--- config.mk ---
export PLATFORM = sky130hd
export DESIGN_NAME = gf2_poly_modular_inverse_flat
export DESIGN_NICKNAME = d
export VERILOG_FILES = /design/src/sv/gpi_pkg.sv /design/src/sv/gpi_if.sv /design/src/sv/gpi_cell.sv /design/src/sv/gpi_chain.sv /design/src/sv/gf2_poly_modular_inverse.sv /design/src/flat_wrapper.sv
export SDC_FILE = /design/constraint.sdc
export NUM_CORES = 1
export LEC_CHECK = 0
export BUFFER_PORTS_ARGS = -buffer_cell sky130_fd_sc_hd__buf_2
export CAP_MARGIN = 5
export CORE_MARGIN = 2
export CORE_UTILIZATION = 60
export DETAILED_ROUTE_END_ITERATION = 12
export GPL_TIMING_DRIVEN = 0
export PLACE_DENSITY = 0.8
export SYNTH_ARGS = -nofsm -noshare
export SYNTH_HDL_FRONTEND = slang
export SYNTH_SLANG_ARGS = --single-unit
--- constraint.sdc ---
create_clock -name clk -period 4.1 [get_ports clk]
set_input_delay 0.205 -clock clk [delete_from_list [all_inputs] [get_ports clk]]
set_output_delay 0.205 -clock clk [all_outputs]
set_load 0.02 [all_outputs]
--- src/sv/gpi_pkg.sv ---
`timescale 1ns / 1ps
// ----------------------------------------------------------------------------
// gpi_pkg
// Shared constants and types for the GF(2) polynomial inverse block.
// ----------------------------------------------------------------------------
package gpi_pkg;

    // Width of the operand, result and modulus register fields
    localparam int FIELD_W = 16;

    // Default modulus degree
    localparam int POLY_DEGREE_DEF = 16;

    // Low modulus coefficients after reset (x^16 + x^12 + x^3 + x + 1)
    localparam logic [FIELD_W-1:0] MODULUS_RESET = 16'h100B;

    // Per-cycle command broadcast to every cell of a chain
    typedef struct packed {
        logic load;  // take the load bits
        logic sh0;   // shift lane 0 up by one
        logic sh1;   // shift lane 1 up by one
        logic xr;    // lane 0 picks up lane 1
        logic sw;    // exchange lanes
    } ctrl_t;

endpackage

--- src/sv/gpi_if.sv ---
`timescale 1ns / 1ps
// ----------------------------------------------------------------------------
// gpi_if
// Valid/ready channels of the GF(2) polynomial inverse block.
// ----------------------------------------------------------------------------
interface gpi_src_if;
    logic                        valid;
    logic                        ready;
    logic [gpi_pkg::FIELD_W-1:0] operand;

    modport source (output valid, output operand, input ready);
    modport sink (input valid, input operand, output ready);
endinterface

interface gpi_res_if;
    logic                        valid;
    logic                        ready;
    logic [gpi_pkg::FIELD_W-1:0] inverse;

    modport source (output valid, output inverse, input ready);
    modport sink (input valid, input inverse, output ready);
endinterface

interface gpi_cfg_if;
    logic                        valid;
    logic                        ready;
    logic [gpi_pkg::FIELD_W-1:0] modulus_low;

    modport source (output valid, output modulus_low, input ready);
    modport sink (input valid, input modulus_low, output ready);
endinterface

--- src/sv/gpi_cell.sv ---
`timescale 1ns / 1ps
// ----------------------------------------------------------------------------
// gpi_cell
// One bit column of two polynomial lanes; shifts take the neighbor's bit.
// ----------------------------------------------------------------------------
module gpi_cell
(
    input  logic           clk,
    input  gpi_pkg::ctrl_t ctl,
    input  logic           ld0,
    input  logic           ld1,
    input  logic           in0,
    input  logic           in1,
    output logic           b0,
    output logic           b1
);

    logic b0_reg;
    logic b1_reg;
    logic b0_next;
    logic b1_next;

    // Pick the next bit pair from the broadcast command
    always_comb
    begin
        priority if (ctl.load)
        begin
            b0_next = ld0;
            b1_next = ld1;
        end
        else if (ctl.sh0 || ctl.sh1)
        begin
            b0_next = ctl.sh0 ? in0 : b0_reg;
            b1_next = ctl.sh1 ? in1 : b1_reg;
        end
        else
        begin
            b0_next = ctl.xr ? (b0_reg ^ b1_reg) : (ctl.sw ? b1_reg : b0_reg);
            b1_next = ctl.sw ? b0_reg : b1_reg;
        end
    end

    always_ff @(posedge clk)
    begin
        b0_reg <= b0_next;
        b1_reg <= b1_next;
    end

    assign b0 = b0_reg;
    assign b1 = b1_reg;

endmodule

--- src/sv/gpi_chain.sv ---
`timescale 1ns / 1ps
// ----------------------------------------------------------------------------
// gpi_chain
// Row of bit cells holding two polynomial lanes, linked for upward shifts.
// ----------------------------------------------------------------------------
module gpi_chain
#(
    parameter int WIDTH = 17
)
(
    input  logic             clk,
    input  gpi_pkg::ctrl_t   ctl,
    input  logic [WIDTH-1:0] ld0,
    input  logic [WIDTH-1:0] ld1,
    output logic [WIDTH-1:0] b0,
    output logic [WIDTH-1:0] b1
);

    // Feed each cell with its lower neighbor; the bottom cell takes zero
    logic [WIDTH-1:0] in0;
    logic [WIDTH-1:0] in1;

    assign in0 = {b0[WIDTH-2:0], 1'b0};
    assign in1 = {b1[WIDTH-2:0], 1'b0};

    for (genvar i = 0; i < WIDTH; i++)
    begin : g_cell
        gpi_cell u_cell
        (
            .clk (clk),
            .ctl (ctl),
            .ld0 (ld0[i]),
            .ld1 (ld1[i]),
            .in0 (in0[i]),
            .in1 (in1[i]),
            .b0  (b0[i]),
            .b1  (b1[i])
        );
    end

endmodule

--- src/sv/gf2_poly_modular_inverse.sv ---
`timescale 1ns / 1ps
// ----------------------------------------------------------------------------
// gf2_poly_modular_inverse
// Inverse of a GF(2) polynomial modulo x^POLY_DEGREE + modulus_low.
// ----------------------------------------------------------------------------
// Takes one operand at a time and runs an extended Euclid in two rows of bit
// cells: one row holds the two remainders left-aligned, the other holds the
// matching cofactors. Each cycle performs one Euclid step, either a
// normalizing shift, a lane exchange or a reduction; only the finishing
// step can be held, while an earlier result still waits for the sink. An
// item runs from its accept step through the normalizing shifts, lane
// exchanges and reductions to the finishing step, and the number of steps
// it takes grows with the number of reductions that the operand needs. A
// finished result sits in an output register, and the next operand is
// accepted while it waits. That operand cannot finish until the sink takes
// the earlier beat.
// The inverse is 0 for a zero operand or one sharing a factor with the
// modulus. Write modulus_low only while the block is idle.
// ----------------------------------------------------------------------------
module gf2_poly_modular_inverse
#(
    parameter int POLY_DEGREE = gpi_pkg::POLY_DEGREE_DEF
)
(
    input  logic          clk,
    input  logic          rst_n,
    gpi_src_if.sink       src,
    gpi_res_if.source     res,
    gpi_cfg_if.sink       cfg
);

    localparam int N   = POLY_DEGREE;
    localparam int FW  = gpi_pkg::FIELD_W;
    localparam int DW  = $clog2(N + 1);
    localparam int TW  = 2 * N + 1;

    localparam logic S_IDLE = 1'b0;
    localparam logic S_RUN  = 1'b1;

    logic          state_reg;
    logic          state_next;
    logic [DW-1:0] d0_reg;
    logic [DW-1:0] d0_next;
    logic [DW-1:0] d1_reg;
    logic [DW-1:0] d1_next;
    logic [FW-1:0] modulus_low_reg;
    logic          out_valid_reg;
    logic          out_valid_next;
    logic [FW-1:0] inverse_reg;
    logic [FW-1:0] inverse_next;

    gpi_pkg::ctrl_t ctl;
    logic           src_beat;
    logic           fin;

    logic [N:0]    r0;
    logic [N:0]    r1;
    logic [TW-1:0] t0;
    logic [TW-1:0] t1;
    logic [N:0]    r0_ld;
    logic [N:0]    r1_ld;
    logic [TW-1:0] t1_ld;

    logic [N+FW:0]  op_x;
    logic [N+FW:0]  mod_x;
    logic [TW+FW-1:0] t0_x;

    logic r0z;
    logic r1z;
    logic n0;
    logic n1;

    // Mask operand and modulus to the degree and align the load words
    assign op_x  = {{(N + 1){1'b0}}, src.operand};
    assign mod_x = {{(N + 1){1'b0}}, modulus_low_reg};
    assign r0_ld = {1'b1, mod_x[N-1:0]};
    assign r1_ld = {1'b0, op_x[N-1:0]};
    assign t1_ld = {{(TW - 1){1'b0}}, 1'b1};

    // Remainder and cofactor rows
    gpi_chain #(.WIDTH(N + 1)) u_rem
    (
        .clk (clk),
        .ctl (ctl),
        .ld0 (r0_ld),
        .ld1 (r1_ld),
        .b0  (r0),
        .b1  (r1)
    );

    gpi_chain #(.WIDTH(TW)) u_cof
    (
        .clk (clk),
        .ctl (ctl),
        .ld0 ({TW{1'b0}}),
        .ld1 (t1_ld),
        .b0  (t0),
        .b1  (t1)
    );

    assign r0z = ~|r0;
    assign r1z = ~|r1;
    assign n0  = !r0z && !r0[N];
    assign n1  = !r1z && !r1[N];

    assign src_beat = src.valid && src.ready;
    assign src.ready = (state_reg == S_IDLE);
    assign cfg.ready = 1'b1;

    // Read the inverse out of the top half of the cofactor
    assign t0_x = {{FW{1'b0}}, t0};
    assign inverse_next = (d0_reg == '0 && !r0z) ? t0_x[N +: FW] : '0;

    // Sequence one Euclid step per cycle; the finishing step may wait for the sink to take the earlier result
    always_comb
    begin
        ctl        = '0;
        fin        = 1'b0;
        state_next = state_reg;
        d0_next    = d0_reg;
        d1_next    = d1_reg;
        unique case (state_reg)
            S_IDLE:
            begin
                if (src_beat)
                begin
                    ctl.load   = 1'b1;
                    d0_next    = DW'(N);
                    d1_next    = DW'(N);
                    state_next = S_RUN;
                end
            end
            S_RUN:
            begin
                priority if (n0 || n1)
                begin
                    ctl.sh0 = n0;
                    ctl.sh1 = n1;
                    if (n0)
                    begin
                        d0_next = d0_reg - 1'b1;
                    end
                    if (n1)
                    begin
                        d1_next = d1_reg - 1'b1;
                    end
                end
                else if (r1z)
                begin
                    if (!out_valid_reg || res.ready)
                    begin
                        fin        = 1'b1;
                        state_next = S_IDLE;
                    end
                end
                else if (r0z)
                begin
                    ctl.sw  = 1'b1;
                    d0_next = d1_reg;
                    d1_next = d0_reg;
                end
                else if (d0_reg < d1_reg)
                begin
                    ctl.sw  = 1'b1;
                    ctl.xr  = 1'b1;
                    d0_next = d1_reg;
                    d1_next = d0_reg;
                end
                else
                begin
                    ctl.xr = 1'b1;
                end
            end
            default:
            begin
                state_next = S_IDLE;
            end
        endcase
    end

    // Hold the result until the sink takes the beat
    assign out_valid_next = fin ? 1'b1 : (res.ready ? 1'b0 : out_valid_reg);

    always_ff @(posedge clk or negedge rst_n)
    begin
        if (!rst_n)
        begin
            state_reg       <= S_IDLE;
            out_valid_reg   <= 1'b0;
            modulus_low_reg <= gpi_pkg::MODULUS_RESET;
        end
        else
        begin
            state_reg     <= state_next;
            out_valid_reg <= out_valid_next;
            if (cfg.valid && cfg.ready)
            begin
                modulus_low_reg <= cfg.modulus_low;
            end
        end
    end

    always_ff @(posedge clk)
    begin
        d0_reg <= d0_next;
        d1_reg <= d1_next;
        if (fin)
        begin
            inverse_reg <= inverse_next;
        end
    end

    assign res.valid   = out_valid_reg;
    assign res.inverse = inverse_reg;

endmodule

--- src/flat_wrapper.sv ---
// flat-port wrapper written by rule: the top's interface ports become plain ports
module gf2_poly_modular_inverse_flat 
#(
    parameter int POLY_DEGREE = gpi_pkg::POLY_DEGREE_DEF
)
  (clk, rst_n, src_valid, src_operand, src_ready, res_valid, res_inverse, res_ready, cfg_valid, cfg_modulus_low, cfg_ready);
  gpi_src_if src_i ();
  gpi_res_if res_i ();
  gpi_cfg_if cfg_i ();
  input  logic clk;
  input  logic rst_n;
  input wire logic [$bits(src_i.valid)-1:0] src_valid;
  input wire logic [$bits(src_i.operand)-1:0] src_operand;
  output wire logic [$bits(src_i.ready)-1:0] src_ready;
  output wire logic [$bits(res_i.valid)-1:0] res_valid;
  output wire logic [$bits(res_i.inverse)-1:0] res_inverse;
  input wire logic [$bits(res_i.ready)-1:0] res_ready;
  input wire logic [$bits(cfg_i.valid)-1:0] cfg_valid;
  input wire logic [$bits(cfg_i.modulus_low)-1:0] cfg_modulus_low;
  output wire logic [$bits(cfg_i.ready)-1:0] cfg_ready;
  assign src_i.valid = src_valid;
  assign src_i.operand = src_operand;
  assign src_ready = src_i.ready;
  assign res_valid = res_i.valid;
  assign res_inverse = res_i.inverse;
  assign res_i.ready = res_ready;
  assign cfg_i.valid = cfg_valid;
  assign cfg_i.modulus_low = cfg_modulus_low;
  assign cfg_ready = cfg_i.ready;
  gf2_poly_modular_inverse #(.POLY_DEGREE(POLY_DEGREE)) u_core (.clk(clk), .rst_n(rst_n), .src(src_i), .res(res_i), .cfg(cfg_i));
endmodule
== Word level (Yosys, flattened, before mapping) ==
Cells that the tools add are included.
Word-level totals
  output and inout port bits: 19
  word-level logic and storage cells: 595
  register bits after elaboration: 142
  bits in latches: 0
  ROM bits: 0
  bits in writable memories: 0
  memories: 0
  input port bits: 37
Cells by class
  reduce and logical (&&, ||, !) cells: 24
  multiplexer cells: 405
  eq/ne operators: 9
  multipliers: 0
  $lt $le $gt $ge: 1
  div/mod/pow operators: 0
  shift operators: 0
  bitwise operators: 50
  add/sub/neg operators: 2
Operators with widths (count)
  two-way mux 1 bit: 387
  two-way mux 5 bit: 11
  bitwise XOR 1 bit: 49
  OR reduction 17 bit: 2
  one-hot mux 5 bit (2 select lines): 2
  subtractor 5 x 1 -> 5 bit (second input constant): 2
  inequality test 3 bit (second input constant): 3
  AND reduction 2 bit: 4
  AND reduction 4 bit: 2
  two-way mux 2 bit: 3
  inequality test 3 x 1 -> 1 bit (second input constant): 2
  nonzero test 3 bit: 2
  logical NOT 5 bit: 1
  less-than comparator 5 bit: 1
  logical AND 1 bit: 4
  two-way mux 4 bit: 1
  inequality test 2 x 1 -> 1 bit (second input constant): 2
  inequality test 4 bit (second input constant): 1
  nonzero test 2 bit: 2
  nonzero test 4 bit: 1
  logical NOT 1 bit: 3
  logical OR 1 bit: 3
  inequality test 2 bit (second input constant): 1
  one-hot mux 1 bit (2 select lines): 1
  NOT 1 bit: 1

== Logic depth before layout (Yosys ltp) ==
  depth after elaboration: 10
  gate-level depth with buffers: 10
  depth with buffers taken out: 8

== Cells and area by module ==
From an unflattened synthesis, not the netlist that was laid out.
Second synthesis, totals
  cell total of the unflattened synthesis: 1069
  area total of the unflattened synthesis: 9496.6 um^2
Modules (own cells, without submodules)
  gpi_cell: cells each 18, times used 50, area an instance 146.4 um^2
  gf2_poly_modular_inverse: cells each 167, times used 1, area an instance 2169.6 um^2
  gpi_chain: cells each 1, times used 2, area an instance 3.8 um^2

== Least setup slack after synthesis ==
No wires, ideal clock.
  path type: reg2reg
  from: reg u_core.u_rem.g_cell[4].u_cell.b0_reg
  to: reg u_core.inverse_reg[0], in the netlist u_core.res.inverse[0] (enable)
  arrival: 2.967 ns
  path buffers: 0
  cell stages (with the launch flop): 5
  slack: 0.697 ns
  data required time: 3.665 ns
  cells stage by stage: edfxtp_1 nor4_2 a41oi_2 nand2b_1 nor4_1
On the way
  word-level cells in the longest chain between the ends: 5
RTL lines
  start, declared: RTL line gpi_cell.sv:18  | logic b0_reg;
  start signal, assigned: RTL line gpi_cell.sv:45  | b0_reg <= b0_next;
  OR reduction 17 bit: RTL line gf2_poly_modular_inverse.sv:101  | assign r0z = ~|r0;
  logical AND 1 bit: RTL line gf2_poly_modular_inverse.sv:103  | assign n0 = !r0z && !r0[N];
  logical OR 1 bit: RTL line gf2_poly_modular_inverse.sv:135  | priority if (n0 || n1)
  two-way mux 1 bit: RTL line gf2_poly_modular_inverse.sv:135
  two-way mux 1 bit: RTL line gf2_poly_modular_inverse.sv:122  | unique case (state_reg)
  net u_core.fin: RTL line gf2_poly_modular_inverse.sv:54  | logic fin;
  end signal, assigned: RTL line gf2_poly_modular_inverse.sv:209  | inverse_reg <= inverse_next;
  end, declared: RTL line gf2_poly_modular_inverse.sv:49  | logic [FW-1:0] inverse_reg;
The timed path passes the listed nets, and every way through them passes these cells.
A chain may end at the register's enable or synchronous reset.

== Worst setup path in the final report ==
  from: reg u_core.u_rem.g_cell[4].u_cell.b1_reg
  to: reg u_core.u_rem.g_cell[3].u_cell.b0_reg (enable)
On the way
  word-level cells in the longest chain between the ends: 8
RTL lines
  start, declared: RTL line gpi_cell.sv:19  | logic b1_reg;
  start signal, assigned: RTL line gpi_cell.sv:46  | b1_reg <= b1_next;
  OR reduction 17 bit (*): RTL line gf2_poly_modular_inverse.sv:102  | assign r1z = ~|r1;
  logical AND 1 bit: RTL line gf2_poly_modular_inverse.sv:104  | assign n1 = !r1z && !r1[N];
  logical OR 1 bit: RTL line gf2_poly_modular_inverse.sv:135
  two-way mux 2 bit: RTL line gf2_poly_modular_inverse.sv:135
  two-way mux 4 bit (*): RTL line gf2_poly_modular_inverse.sv:122
  logical OR 1 bit: RTL line gpi_cell.sv:31  | else if (ctl.sh0 || ctl.sh1)
  inequality test 3 x 1 -> 1 bit (no source line) or nonzero test 4 bit (tied branches)
  AND reduction 2 bit (no source line) (*)
  end signal, assigned: RTL line gpi_cell.sv:45
  end, declared: RTL line gpi_cell.sv:18
Mark *: on every way between the ends. The rest lies on a longest branch, timed or not.

==> results.cfg <==
[floorplanning]
rows = 40
initial_core_util_pct = 61.69
core_area_um2 = 12060
io_pins = 56
dieArea_um2 = 13310
dieWidth_um = 115.4
die_height_um = 115.4

[global_route]
grtUsageTotal_pct = 31.22
grt_pass1_vias = 6603
grt_max_degree = 19
grt_pass1_wl_um = 32420
antenna_found_initial = 0
overflow = 0

[logic_synthesis]
synth.avg_cell_area_um2 = 9.096
synth_common_cells = nand2_1 (237), dfxtp_1 (66), edfxtp_1 (58)
synth_top_family_by_area = simple AND/OR/NAND/NOR gates
synth_top_area_cell = edfxtp_1
synth_area_um2 = 7441
syn_inst = 818
synthTopCellsByArea = edfxtp_1 (23%), dfxtp_1 (18%), nand2_1 (12%), xor2_1 (5.6%), dfrtp_1 (4.7%)
synth_compound_area_share_pct = 13.32
synth_edf_count = 58
yosysUniqueCellTypes = 46
synth_top_area_share_pct = 23.41
post-synth-top-count-cell = nand2_1
ys.flop_type = dfxtp_1
syn_nets = 863
ys_seq_area_share_pct = 47.28
yosysWarnings = 0
synthAdderAreaFrac_pct = 1.345
synth-xor-area-share_pct = 6.356
ys_async_sr_fraction_pct = 12.68
yosys.area_share.simple_pct = 20.25
ys_seq_elements = 142
synth.area.mux_share_pct = 6.995

[clock_tree]
post_cts.repair.setup_buffers = 0
clock-sinks = 142
cts-root-buf = clkbuf_16
clockBufferDepth = 2
cts-resized-gates = 0
postCtsHoldBufs = 1
clk_pin_slew_ns = 0.06
cts_buffers = 17
insertion_delay_ns = 0.43
cts_tree = built
htree_levels = 4

[timing]
skew_ns = 0.01082
min_period_ns = 3.137
slew_viol_final = 0
worstMarginPinSlew_ns = 0.9202
max_clock_freq_mhz = 318.8
fin_hold_ws_ns = 0.009870
setup_violations = 0
hold_viol = 0
rsz0062_at_grt = no
relSlewSlack_pct = 37.82
timing.final.crit_share_pct = 76.51

[setup_path]
arrival_ns = 3.32
critical_path.startpoint_type = register
cp-end-kind = register
timing_worst_setup_path_type = reg2reg
path_cells = nor4_2 -> a41oi_2 -> a21oi_1 -> buf_2 -> clkbuf_1 -> a41oi_2 -> buf_8
crit_top_cell = a41oi_2
critical_path_buf_inv_count = 3
cp.required_ns = 4.28
cp_slowest_cell = nor4_2
max_stage_delay_ns = 0.52
path_max_fanout = 11
crit_family = compound AO/OA/AOI/OAI gates

[drt]
drt_iter0_markers = 800
wl_per_cell_um = 18.47
wl_um = 19860
ant_nets = 0
drc = 0
viasPerCell = 6.197
vias = 6662
first_pass_iters = 6

[power_and_ir_drop]
peakVddDrop_v = 0.0003914
p_leak_uw = 0.003395
power_density_nw_per_um2 = 963.8

[run]
maxCapViolations = 0

[placed_design]
io_buffers = 53
gp_congestion = 0.8824
place_area_um2 = 7960
dp_hpwl_um = 13370

[hold_path]
hp-class = in2reg

[final_layout]
fill_cells = 882
diodes = 0
drive_above_1_share_pct = 15.33
finish.utilization_pct = 70.96
seqCellArea_um2 = 3518
nets = 939
area_delta_synth_final_pct = 15.03
stdcell_area_um2 = 8559
multiInputGateArea_um2 = 3608

[status]
status = completed
==> cell type report <==
class / instances / area share, %
Multi-Input combinational cell: 605 / 42.16
Buffer: 63 / 3.479
Sequential cell: 142 / 41.11
Timing Repair Buffer: 57 / 3.567
Tap cell: 168 / 2.456
Clock inverter: 13 / 1.710
Inverter: 8 / 0.3508
Clock buffer: 19 / 5.175
==> kinds of logic (layout without fill, tap and decap cells) <==
group                    after synthesis  count (layout)
XOR/XNOR                              54              54
flip-flops                           142             142
other                                  1               1
AO/OA/AOI/OAI                        142             142
adder cells (fa/ha/maj)                8               8
buffers and inverters                 71             160
multiplexers                          50              50
AND/OR/NAND/NOR                      350             350
==> layout by cell type, fill, tap and decap left out, types with 5 or more instances in the layout <==
cell,instances
ha_1,8
nor2_1,40
a31oi_1,16
o21ai_1,17
nand2_1,237
clkbuf_16,17
edfxtp_1,58
xor2_1,48
inv_1,8
xnor2_1,6
buf_4,6
a21oi_1,19
a311oi_1,31
mux2i_1,34
nor4_2,9
dfxtp_1,66
clkbuf_1,39
dfrtp_1,14
and2_1,18
mux2_2,16
clkinv_2,5
buf_2,66
o21ai_0,13
nor3_1,33
o211ai_1,31
==> stage by stage <==
step | setup TNS [ns] | setup WS (ns) | instances | total power (µW)
global placement | -5.096 | -0.2929 | 1039 | 6300
detailed placement | 0 | 1.071 | 1042 | 6551
global route | 0 | 0.7993 | 1075 | 8741
CTS | 0 | 1.044 | 1075 | 8143
finish | 0 | 0.9630 | 1075 | 8250
floorplan | 0 | 0.6973 | 818 | 5567
==> power breakdown <==
group	internal [µW]	switching, µW
Clock	962	593
Combinational	1520	2210
Sequential	2300	663
Total	4780	3470
==> worst paths after layout <==
kind                                                    end  slack [ns]                             start  depth (start not counted)
max                        u_core.u_rem.g_cell[3].u_cell.b0        0.96  u_core.u_rem.g_cell[4].u_cell.b1                          7
min                               u_core.modulus_low_reg[6]        0.01                cfg_modulus_low[6]                          2
max reg2reg                u_core.u_rem.g_cell[3].u_cell.b0        0.96  u_core.u_rem.g_cell[4].u_cell.b1                          7
min reg2reg                u_core.u_cof.g_cell[6].u_cell.b0        0.50  u_core.u_cof.g_cell[6].u_cell.b0                          2
max in group asynchronous         u_core.modulus_low_reg[0]        3.49                             rst_n                          2
min in group asynchronous         u_core.modulus_low_reg[5]        0.26                             rst_n                          2
==> per-layer routing <==
layer	GRT usage, %	share of wire [%]	vias up
li1	-	-	3015
met1	40.20	41	3241
met2	51.19	48	360
met3	6.747	8.1	46
met4	12.93	2.1	0
met5	0	0	-
Power figures use the tool's default switching activity.
